$ cat config.mk
export PLATFORM = sky130hd
export DESIGN_NAME = poisson_arrival_histogram
export DESIGN_NICKNAME = d
export VERILOG_FILES = /design/src/sv/pah_pkg.sv /design/src/sv/poisson_arrival_histogram.sv
export SDC_FILE = /design/constraint.sdc
export NUM_CORES = 2
export LEC_CHECK = 0
export BUFFER_PORTS_ARGS = -buffer_cell sky130_fd_sc_hd__buf_2
export CORE_MARGIN = 3
export CORE_UTILIZATION = 37
export CTS_CLUSTER_SIZE = 40
export DETAILED_ROUTE_END_ITERATION = 12
export SYNTH_ARGS = -nofsm -noshare
export SYNTH_HDL_FRONTEND = slang
export SYNTH_SLANG_ARGS = --single-unit
$ cat constraint.sdc
create_clock -name aclk -period 22.6 [get_ports aclk]
set_input_delay 2.26 -clock aclk [delete_from_list [all_inputs] [get_ports aclk]]
set_output_delay 2.26 -clock aclk [all_outputs]
set_load 0.02 [all_outputs]
$ cat src/sv/pah_pkg.sv
// ----------------------------------------------------------------------------
// pah_pkg
// Shared types and constants for the Poisson arrival histogram block.
// ----------------------------------------------------------------------------
package pah_pkg;

    localparam int NUM_BINS    = 25;
    localparam int BIN_W       = $clog2(NUM_BINS);
    localparam int BIN_IDX_W   = 5;
    localparam int SEL_W       = 5;
    localparam int DATA_W      = 32;
    localparam int SUM_W       = 48;
    localparam int DIV_STEPS   = 32;
    localparam int DIV_CNT_W   = $clog2(DIV_STEPS);
    localparam int CFG_IDX_W   = 2;

    localparam int IN_FIELDS_W = DATA_W + SEL_W;
    localparam int IN_TDATA_W  = ((IN_FIELDS_W + 7) / 8) * 8;

    localparam int OUT_FIELDS_W = 1 + DATA_W + BIN_IDX_W + DATA_W + DATA_W + SUM_W + 1;
    localparam int OUT_TDATA_W  = ((OUT_FIELDS_W + 7) / 8) * 8;

    localparam logic [CFG_IDX_W-1:0] CFG_THRESHOLD  = 2'd0;
    localparam logic [CFG_IDX_W-1:0] CFG_BIN_WIDTH  = 2'd1;
    localparam logic [CFG_IDX_W-1:0] CFG_MAX_EVENTS = 2'd2;

    localparam logic [DATA_W-1:0] RST_THRESHOLD  = 32'd4295;
    localparam logic [DATA_W-1:0] RST_BIN_WIDTH  = 32'd200000;
    localparam logic [DATA_W-1:0] RST_MAX_EVENTS = 32'd1000;

    localparam logic KIND_TICK = 1'b0;
    localparam logic KIND_READ = 1'b1;

    typedef logic [BIN_W-1:0] bin_idx_t;

    function automatic logic [DATA_W-1:0] sat_inc32(input logic [DATA_W-1:0] v);
        sat_inc32 = (v == '1) ? v : v + 1'b1;
    endfunction

endpackage

$ cat src/sv/poisson_arrival_histogram.sv
// ----------------------------------------------------------------------------
// poisson_arrival_histogram
// Bernoulli arrival generator with a saturating interval histogram.
// ----------------------------------------------------------------------------
// Requests arrive on the s_ channel. s_tuser selects a tick (0) or a bin
// read (1); s_tdata carries the random sample and the bin to read. Each
// request gives exactly one result on the m_ channel.
// The cfg_ channel writes the threshold, the bin width and the event limit;
// cfg_ready is always high and writes are expected only while the block is
// idle.
// A tick without an event or a tick after the limit goes straight to the
// finish state, and a bin read passes through the readout state first. A tick
// that fires an event runs a restoring divider over the bin width, one
// quotient bit a cycle, then a read and a write of the histogram memory, and
// then reaches the finish state, which loads the output register.
// s_tready is high only while the sequencer is idle, so no request is taken
// before the previous result has been loaded into the output register, and
// the next one can be taken as soon as the sequencer is back in idle, even if
// that result is still waiting.
// When the receiver stalls, the finished result is held until the output
// register frees, and no further request is accepted meanwhile.
// Reset clears the counters, the registers to their defaults and the valid
// bit of every histogram bin, so that each bin reads as zero until written.
// ----------------------------------------------------------------------------
module poisson_arrival_histogram
    import pah_pkg::*;
(
    input  logic                    aclk,
    input  logic                    aresetn,
    input  logic                    s_tvalid,
    output logic                    s_tready,
    // random_sample [31:0], bin_select [36:32], zero padding.
    input  logic [IN_TDATA_W-1:0]   s_tdata,
    // kind [0].
    input  logic                    s_tuser,
    output logic                    m_tvalid,
    input  logic                    m_tready,
    // event_fired [0], interval_ticks [32:1], bin_slot [37:33],
    // bin_count [69:38], events_so_far [101:70], interval_sum [149:102],
    // done_res [150], zero padding.
    output logic [OUT_TDATA_W-1:0]  m_tdata,
    input  logic                    cfg_valid,
    output logic                    cfg_ready,
    input  logic [CFG_IDX_W-1:0]    cfg_index,
    input  logic [DATA_W-1:0]       cfg_data
);

    localparam logic [2:0] ST_IDLE  = 3'd0;
    localparam logic [2:0] ST_DIV   = 3'd1;
    localparam logic [2:0] ST_BRD   = 3'd2;
    localparam logic [2:0] ST_BWR   = 3'd3;
    localparam logic [2:0] ST_RDOUT = 3'd4;
    localparam logic [2:0] ST_FIN   = 3'd5;

    logic [2:0]          state_reg, state_next;
    logic [DATA_W-1:0]   thr_reg, thr_next;
    logic [DATA_W-1:0]   bw_reg, bw_next;
    logic [DATA_W-1:0]   maxev_reg, maxev_next;
    logic [DATA_W-1:0]   ticks_reg, ticks_next;
    logic [DATA_W-1:0]   evt_reg, evt_next;
    logic [SUM_W-1:0]    acc_reg, acc_next;
    logic [NUM_BINS-1:0] valid_reg, valid_next;
    logic [DATA_W-1:0]   div_rem_reg, div_rem_next;
    logic [DATA_W-1:0]   div_q_reg, div_q_next;
    logic [DIV_CNT_W-1:0] div_cnt_reg, div_cnt_next;
    bin_idx_t            bin_reg, bin_next;
    logic                sel_ok_reg, sel_ok_next;
    logic                res_fired_reg, res_fired_next;
    logic [DATA_W-1:0]   res_interval_reg, res_interval_next;
    logic [DATA_W-1:0]   res_count_reg, res_count_next;

    logic                m_valid_reg, m_valid_next;
    logic                o_fired_reg, o_fired_next;
    logic [DATA_W-1:0]   o_interval_reg, o_interval_next;
    logic [BIN_IDX_W-1:0] o_bin_reg, o_bin_next;
    logic [DATA_W-1:0]   o_count_reg, o_count_next;
    logic [DATA_W-1:0]   o_events_reg, o_events_next;
    logic [SUM_W-1:0]    o_sum_reg, o_sum_next;
    logic                o_done_reg, o_done_next;

    logic [DATA_W-1:0]   hist_mem [NUM_BINS];
    logic [DATA_W-1:0]   hist_rd_reg;
    logic                hist_v_reg;
    bin_idx_t            rd_addr;
    logic                mem_we;
    logic [DATA_W-1:0]   mem_wdata;

    logic [DATA_W-1:0]   in_sample;
    logic [SEL_W-1:0]    in_sel;
    logic                in_kind;
    logic                in_sel_ok;
    logic                s_accept;

    logic [DATA_W:0]     div_shift;
    logic [DATA_W+1:0]   div_diff;
    logic                div_ge;
    logic [DATA_W-1:0]   div_q_step;
    logic [SUM_W:0]      acc_sum;

    assign in_sample = s_tdata[DATA_W-1:0];
    assign in_sel    = s_tdata[DATA_W+SEL_W-1:DATA_W];
    assign in_kind   = s_tuser;
    assign in_sel_ok = (32'(in_sel) < 32'(NUM_BINS));
    assign s_tready  = (state_reg == ST_IDLE);
    assign s_accept  = s_tvalid && s_tready;
    assign cfg_ready = 1'b1;

    assign rd_addr = (state_reg == ST_IDLE) ? (in_sel_ok ? BIN_W'(in_sel) : '0) : bin_reg;

    assign div_shift  = {div_rem_reg, div_q_reg[DATA_W-1]};
    assign div_diff   = {1'b0, div_shift} - {2'b00, bw_reg};
    assign div_ge     = ~div_diff[DATA_W+1];
    assign div_q_step = {div_q_reg[DATA_W-2:0], div_ge};

    assign acc_sum = {1'b0, acc_reg} + {{(SUM_W-DATA_W+1){1'b0}}, ticks_reg};

    always_comb begin
        state_next        = state_reg;
        thr_next          = thr_reg;
        bw_next           = bw_reg;
        maxev_next        = maxev_reg;
        ticks_next        = ticks_reg;
        evt_next          = evt_reg;
        acc_next          = acc_reg;
        valid_next        = valid_reg;
        div_rem_next      = div_rem_reg;
        div_q_next        = div_q_reg;
        div_cnt_next      = div_cnt_reg;
        bin_next          = bin_reg;
        sel_ok_next       = sel_ok_reg;
        res_fired_next    = res_fired_reg;
        res_interval_next = res_interval_reg;
        res_count_next    = res_count_reg;
        m_valid_next      = m_valid_reg && !m_tready;
        o_fired_next      = o_fired_reg;
        o_interval_next   = o_interval_reg;
        o_bin_next        = o_bin_reg;
        o_count_next      = o_count_reg;
        o_events_next     = o_events_reg;
        o_sum_next        = o_sum_reg;
        o_done_next       = o_done_reg;
        mem_we            = 1'b0;
        mem_wdata         = '0;

        if (cfg_valid && cfg_ready) begin
            unique case (cfg_index)
                CFG_THRESHOLD:  thr_next   = cfg_data;
                CFG_BIN_WIDTH:  bw_next    = cfg_data;
                CFG_MAX_EVENTS: maxev_next = cfg_data;
                default: ;
            endcase
        end

        unique case (state_reg)
            ST_IDLE: begin
                if (s_accept) begin
                    res_fired_next    = 1'b0;
                    res_interval_next = '0;
                    res_count_next    = '0;
                    bin_next          = '0;
                    if (in_kind == KIND_READ) begin
                        sel_ok_next = in_sel_ok;
                        state_next  = ST_RDOUT;
                    end else if (evt_reg < maxev_reg) begin
                        if (in_sample <= thr_reg) begin
                            res_fired_next    = 1'b1;
                            res_interval_next = ticks_reg;
                            acc_next          = acc_sum[SUM_W] ? '1 : acc_sum[SUM_W-1:0];
                            evt_next          = sat_inc32(evt_reg);
                            ticks_next        = 32'd1;
                            div_rem_next      = '0;
                            div_q_next        = ticks_reg;
                            div_cnt_next      = '0;
                            state_next        = ST_DIV;
                        end else begin
                            ticks_next = sat_inc32(ticks_reg);
                            state_next = ST_FIN;
                        end
                    end else begin
                        state_next = ST_FIN;
                    end
                end
            end
            ST_DIV: begin
                div_rem_next = div_ge ? div_diff[DATA_W-1:0] : div_shift[DATA_W-1:0];
                div_q_next   = div_q_step;
                div_cnt_next = div_cnt_reg + 1'b1;
                if (div_cnt_reg == DIV_CNT_W'(DIV_STEPS - 1)) begin
                    bin_next   = (div_q_step >= 32'(NUM_BINS - 1)) ?
                                 BIN_W'(NUM_BINS - 1) : div_q_step[BIN_W-1:0];
                    state_next = ST_BRD;
                end
            end
            ST_BRD: begin
                state_next = ST_BWR;
            end
            ST_BWR: begin
                mem_we              = 1'b1;
                mem_wdata           = hist_v_reg ? sat_inc32(hist_rd_reg) : 32'd1;
                valid_next[bin_reg] = 1'b1;
                state_next          = ST_FIN;
            end
            ST_RDOUT: begin
                res_count_next = (sel_ok_reg && hist_v_reg) ? hist_rd_reg : '0;
                state_next     = ST_FIN;
            end
            ST_FIN: begin
                if (!m_valid_reg || m_tready) begin
                    m_valid_next    = 1'b1;
                    o_fired_next    = res_fired_reg;
                    o_interval_next = res_interval_reg;
                    o_bin_next      = BIN_IDX_W'(bin_reg);
                    o_count_next    = res_count_reg;
                    o_events_next   = evt_reg;
                    o_sum_next      = acc_reg;
                    o_done_next     = (evt_reg >= maxev_reg);
                    state_next      = ST_IDLE;
                end
            end
            default: begin
                state_next = ST_IDLE;
            end
        endcase
    end

    always_ff @(posedge aclk) begin
        if (!aresetn) begin
            state_reg   <= ST_IDLE;
            thr_reg     <= RST_THRESHOLD;
            bw_reg      <= RST_BIN_WIDTH;
            maxev_reg   <= RST_MAX_EVENTS;
            ticks_reg   <= '0;
            evt_reg     <= '0;
            acc_reg     <= '0;
            valid_reg   <= '0;
            div_cnt_reg <= '0;
            m_valid_reg <= 1'b0;
        end else begin
            state_reg   <= state_next;
            thr_reg     <= thr_next;
            bw_reg      <= bw_next;
            maxev_reg   <= maxev_next;
            ticks_reg   <= ticks_next;
            evt_reg     <= evt_next;
            acc_reg     <= acc_next;
            valid_reg   <= valid_next;
            div_cnt_reg <= div_cnt_next;
            m_valid_reg <= m_valid_next;
        end
    end

    always_ff @(posedge aclk) begin
        div_rem_reg      <= div_rem_next;
        div_q_reg        <= div_q_next;
        bin_reg          <= bin_next;
        sel_ok_reg       <= sel_ok_next;
        res_fired_reg    <= res_fired_next;
        res_interval_reg <= res_interval_next;
        res_count_reg    <= res_count_next;
        o_fired_reg      <= o_fired_next;
        o_interval_reg   <= o_interval_next;
        o_bin_reg        <= o_bin_next;
        o_count_reg      <= o_count_next;
        o_events_reg     <= o_events_next;
        o_sum_reg        <= o_sum_next;
        o_done_reg       <= o_done_next;
    end

    always_ff @(posedge aclk) begin
        if (mem_we) begin
            hist_mem[bin_reg] <= mem_wdata;
        end
        hist_rd_reg <= hist_mem[rd_addr];
        hist_v_reg  <= valid_reg[rd_addr];
    end

    assign m_tvalid = m_valid_reg;
    assign m_tdata  = {{(OUT_TDATA_W-OUT_FIELDS_W){1'b0}}, o_done_reg, o_sum_reg,
                       o_events_reg, o_count_reg, o_bin_reg, o_interval_reg, o_fired_reg};

endmodule

# Word-level counts from Yosys, hierarchy flattened
# Memories as Yosys holds them, arrays and structs flattened. A register that Yosys moved wholly into a read port is not among the register bits.
# Index checks and enable logic that the tools add are counted.
[op_classes] add_sub_neg=6 n_lt_le_gt_ge=8 eq_ne=18 n_mux=48 bitwise=6 n_reduce_logical=27
[op_table] operator="32-bit two-way mux" n=16
[op_table] operator="32-bit one-hot mux with 2 select lines" n=3
[op_table] operator="32-bit by 1-bit adder with 32-bit output (second input constant)" n=3
[op_table] operator="32-bit equality test (second input constant)" n=3
[op_table] operator="48-bit by 32-bit adder with 49-bit output" n=1
[op_table] operator="48-bit two-way mux" n=1
[op_table] operator="5-bit two-way mux" n=9
[op_table] operator="33-bit by 32-bit subtractor with 34-bit output" n=1
[op_table] operator="32-bit greater-or-equal comparator" n=1
[op_table] operator="32-bit by 5-bit greater-or-equal comparator with 1-bit output (second input constant)" n=1
[op_table] operator="32-bit <= comparator" n=1
[op_table] operator="32-bit less-than comparator" n=1
[op_table] operator="25-bit bitwise OR" n=1
[op_table] operator="5-bit one-hot mux with 2 select lines" n=2
[op_table] operator="3-bit two-way mux" n=6
[op_table] operator="3-bit one-hot mux with 5 select lines" n=1
[op_table] operator="5-bit AND reduction" n=3
[op_table] operator="5-bit by 6-bit less-than comparator with 1-bit output (second input constant)" n=2
[op_table] operator="2-bit AND reduction" n=6
[op_table] operator="3-bit AND reduction" n=3
[op_table] operator="1-bit two-way mux" n=8
[op_table] operator="2-bit inequality test (second input constant)" n=4
[op_table] operator="3-bit by 2-bit equality test with 1-bit output (second input constant)" n=2
[op_table] operator="3-bit equality test (second input constant)" n=2
[op_table] operator="other kinds (20)" n=32
[totals] regBits=529 mem_bits_rw=800 input_bits=80 wordCells=139 memories=1
[memory_table] memory="hist_mem" depth=25 word_bits=32 rd=1 rd_clocked_by_memory_dff=1 wr=1 line_no="poisson_arrival_histogram.sv:81" text="logic [DATA_W-1:0] hist_mem [NUM_BINS];"

# Logic depth before layout (Yosys ltp)
[logic_depth] depth_word=6 mapped_depth=14

# Least setup slack after synthesis
# Ideal clock, no wire load.
[synth_timing] kind="input-to-reg" startpoint="in m_tready" endpoint="reg o_bin_reg[0], enable pin" setup_time_ns=0.680 arrival_time_ns=9.036 required_time_ns=21.920 setup_slack_ns=12.884 path_stages=2 path_buffers=0 path_cell_list="nand2b_1 > nor2b_1"
[synth_between] elab_chain_len=2
[synth_rtl] item="start: declaration" line_no="poisson_arrival_histogram.sv:37" text="input logic m_tready,"
[synth_rtl] item="1-bit logical OR" line_no="poisson_arrival_histogram.sv:208" text="if (!m_valid_reg || m_tready) begin"
[synth_rtl] item="2-bit AND reduction (no source line)"
[synth_rtl] item="end signal: assignment" line_no="poisson_arrival_histogram.sv:262" text="o_bin_reg <= o_bin_next;"
[synth_rtl] item="end: declaration" line_no="poisson_arrival_histogram.sv:75" text="logic [BIN_IDX_W-1:0] o_bin_reg, o_bin_next;"
# Every way passes these cells.
# A chain may end at the register's enable or synchronous reset.

# Worst setup path in the final report
[layout_timing] startpoint="in s_tdata[29]" endpoint="reg evt_reg[24]"
[layout_between] elab_chain_len=2
[layout_rtl] item="start: declaration" line_no="poisson_arrival_histogram.sv:33" text="input logic [IN_TDATA_W-1:0] s_tdata,"
[layout_rtl] item="32-bit <= comparator" line_no="poisson_arrival_histogram.sv:165" text="if (in_sample <= thr_reg) begin"
[layout_rtl] item="6-bit AND reduction (no source line)"
[layout_rtl] item="end signal: assignment" line_no="poisson_arrival_histogram.sv:244" text="evt_reg <= evt_next;"
[layout_rtl] item="end: declaration" line_no="poisson_arrival_histogram.sv:60" text="logic [DATA_W-1:0] evt_reg, evt_next;"
# Every way passes these cells.

==> results.yml <==
synth:
  yosys.area.top_type: "edfxtp_1"
  synth_seq_cells: 1361
  synth_area_leaders: "edfxtp_1 57%, dfxtp_1 9.7%, mux4_2 7.8%"
  yosysMostFrequentCell: "edfxtp_1"
  syn_area_um2: 56850
  syn_avg_cell_area_um2: 13.89
  yosysUniqueCellTypes: 83
  syn_inst: 4093
  yosysSeqAreaShare_pct: 67.05
  synthFlopType: "edfxtp_1"
  syn-num-nets: 4308
  async_flop_share_pct: 0
  synth_warnings: 0
  synth_edf_count: 1086
  synth_commonest_cells: "1086 x edfxtp_1, 495 x nand2_1, 275 x dfxtp_1, 266 x nor2_1, 249 x a21oi_1"
  yosys.area.top_type_share_pct: 57.37
clock_network:
  tritoncts: "done"
  path_clk_slew_ns: 0.06
  cts.sinks: 1361
  cts_max_level: 4
  cts_buffers: 140
  post_cts_resized: 0
  root_buffer: "clkbuf_16"
  clk_path_buf_depth: 3
  clock_latency_ns: 0.78
  postCtsHoldBufs: 0
  cts_setup_buffers: 0
floorplanning:
  dieArea_um2: 158400
  die-height_um: 398.0
  die_w_um: 398.0
  rows: 143
  core_um2: 152300
  start_util_pct: 37.33
  io-pin-count: 235
detailed_routing:
  drtIter0Drc: 2990
  drc: 0
  viasPerCell: 5.315
  dr.pass1.iters: 5
  finalWirelength_um: 140100
  drt.antenna.violating_nets: 0
  wire_per_inst_um: 21.57
  via_count: 34520
sta:
  timing.final.crit_share_pct: 25.93
  drv_slew: 0
  maxSlewHeadroom_pct: 13.91
  period_needed_ns: 5.860
  setup_viol: 0
  finalHoldViolations: 0
  skew_ns: 0.05117
  worst_pin_slew_ns: 1.287
  fmax_ghz: 0.1707
  rsz0062_at_grt: "no"
  setup_tns_ns: 0
global_route:
  antenna_found_initial: 10
  grt_pass1_wl_um: 209300
  grt-ovfl-total: 0
  grt_max_degree: 108
  grt_pass1_vias: 33350
  grt_usage_pct: 17.49
pwr:
  p_comb_share_pct: 8.2
  powerDensity_nw_per_um2: 85.81
  ir_drop_uv: 65.72
  netSwitchingFraction_pct: 23.81
  power_frac_clock_pct: 42.3
  p_seq_share_pct: 49.6
  switching_power_mw: 1.338
  p_int_mw: 4.281
  power.leakage_nw: 24.62
worst_hold_path:
  hold_path_depth: 0
  hp-start: "res_interval_reg[31]"
  hp-class: "reg2reg"
  min_to: "o_interval_reg[31]"
cells_and_area:
  drive_above_1_share_pct: 18.28
  fillers: 13640
  largest_register_ffs: 800
  syn_to_final_growth_pct: 15.19
  nets: 4556
  final_cell_area_um2: 65480
placement:
  post-dp-hpwl_um: 84250
  gp_congestion: 0.8486
  post_dp_cell_area_um2: 60600
  numPortBuffers: 229
run:
  cap_violations: 0
setup_path:
  timing.critical_path.arrival_ns: 6.55
  crit_type: "in2reg"
  rr_startpoint: "hist_rd_reg[7]"
  reg2reg_depth: 10
  critPathMaxFanout: 28
  required_ns: 23.29
  rrSetupSlack_ns: 17.58
  cp-start-kind: "input pin"
  worstSetupEndpointType: "flip-flop"
  reg2reg_to: "hist_mem[22][23]"
run_status:
  status: "finished, final reports clean"
## stage by stage
step           cells  util, %  setup slack [ns]  power, mW  hold slack (ns)
2_1_floorplan   4093        -             12.88      3.148           0.4003
4_1_cts         6486    42.96             16.78      5.676           0.4037
5_1_grt         6490    43.00             16.54      5.821           0.4111
6_report        6495    43.01             16.74      5.619           0.4005
3_5_place_dp    6226    39.80             15.93      3.300           0.4045
3_3_place_gp    6226    39.80             15.99      3.297           0.4010
## kinds of logic after synthesis
family,after synthesis,synth area share (%)
AOI/OAI and AO/OA,592,6.350
other,2,0.01321
buffers and inverters,349,2.425
muxes,264,9.020
adders and majority gates,135,2.998
xor gates and xnor gates,106,1.633
and+or+nand+nor,1284,10.51
DFF,1361,67.05
## layer usage
metal	part of all wire, %	track usage (%)	up-vias
met4	2.4	5.355	2
met5	0.0093	0	-
met2	47	27.82	1119
met1	43	23.95	17310
li1	-	-	15880
met3	7.7	3.884	212
## cell type report
| class | count | area [um^2] | area share [%] |
|---|---|---|---|
| tap | 2030 | 2540 | 3.879 |
| inverter | 144 | 543.0 | 0.8293 |
| clock buffer | 184 | 3896 | 5.950 |
| clock inverter | 76 | 908.4 | 1.387 |
| sequential | 1361 | 38120 | 58.21 |
| timing repair buffer | 311 | 1782 | 2.721 |
| antenna | 6 | 15.01 | 0.02293 |
| multi-input combinational | 2383 | 17680 | 27.00 |
## layout by cell type, fill, tap and decap left out, types with 16 or more instances in the layout
master,instances
buf_2,229
nor3_1,43
nor4_1,25
edfxtp_1,1086
nor2_4,24
xor2_1,35
nor2b_1,21
inv_1,142
a21o_1,45
or3_1,36
ha_1,133
clkinv_1,17
clkbuf_16,146
xnor2_1,71
nand2_1,495
mux4_2,198
and2_1,66
o21ai_0,126
a21oi_1,249
and3_1,34
o211ai_1,25
nor2_1,229
mux2i_1,60
nand3_1,175
clkbuf_1,28
a31oi_1,16
clkinv_2,22
dfxtp_1,275
nand4_1,47
buf_4,79
## how the worst max path moves through the flow
stage | startpoint | end | cells past startpoint | slack [ns]
floorplan | m_tready | o_bin_reg[0] | 2 | 12.88
global placement | s_tdata[29] | evt_reg[28] | 11 | 15.99
detailed placement | s_tdata[29] | evt_reg[24] | 11 | 15.93
CTS | s_tdata[29] | evt_reg[24] | 11 | 16.78
global route | s_tdata[29] | evt_reg[28] | 11 | 16.54
finish | s_tdata[29] | evt_reg[24] | 11 | 16.74
## power groups by stage
stage | clock (mW) | combinational (mW) | sequential (mW)
after CTS | 2.43 | 0.465 | 2.78
after global placement | 0 | 0.461 | 2.84
final | 2.37 | 0.460 | 2.78
after detailed placement | 0 | 0.464 | 2.84
after floorplan | 0 | 0.322 | 2.83
after global routing | 2.53 | 0.505 | 2.79
## worst max-delay path: stages
cell	delay, ns
buf_2	0.11
ha_1	0.29
nand4_1	0.10
or2_1	0.28
nor3_1	0.60
nand3_1	0.43
o311ai_2	0.32
nand2_2	0.45
or4_1	1.01
or4_1	0.54
a21oi_1	0.14
(Power assumes the default switching activity.)
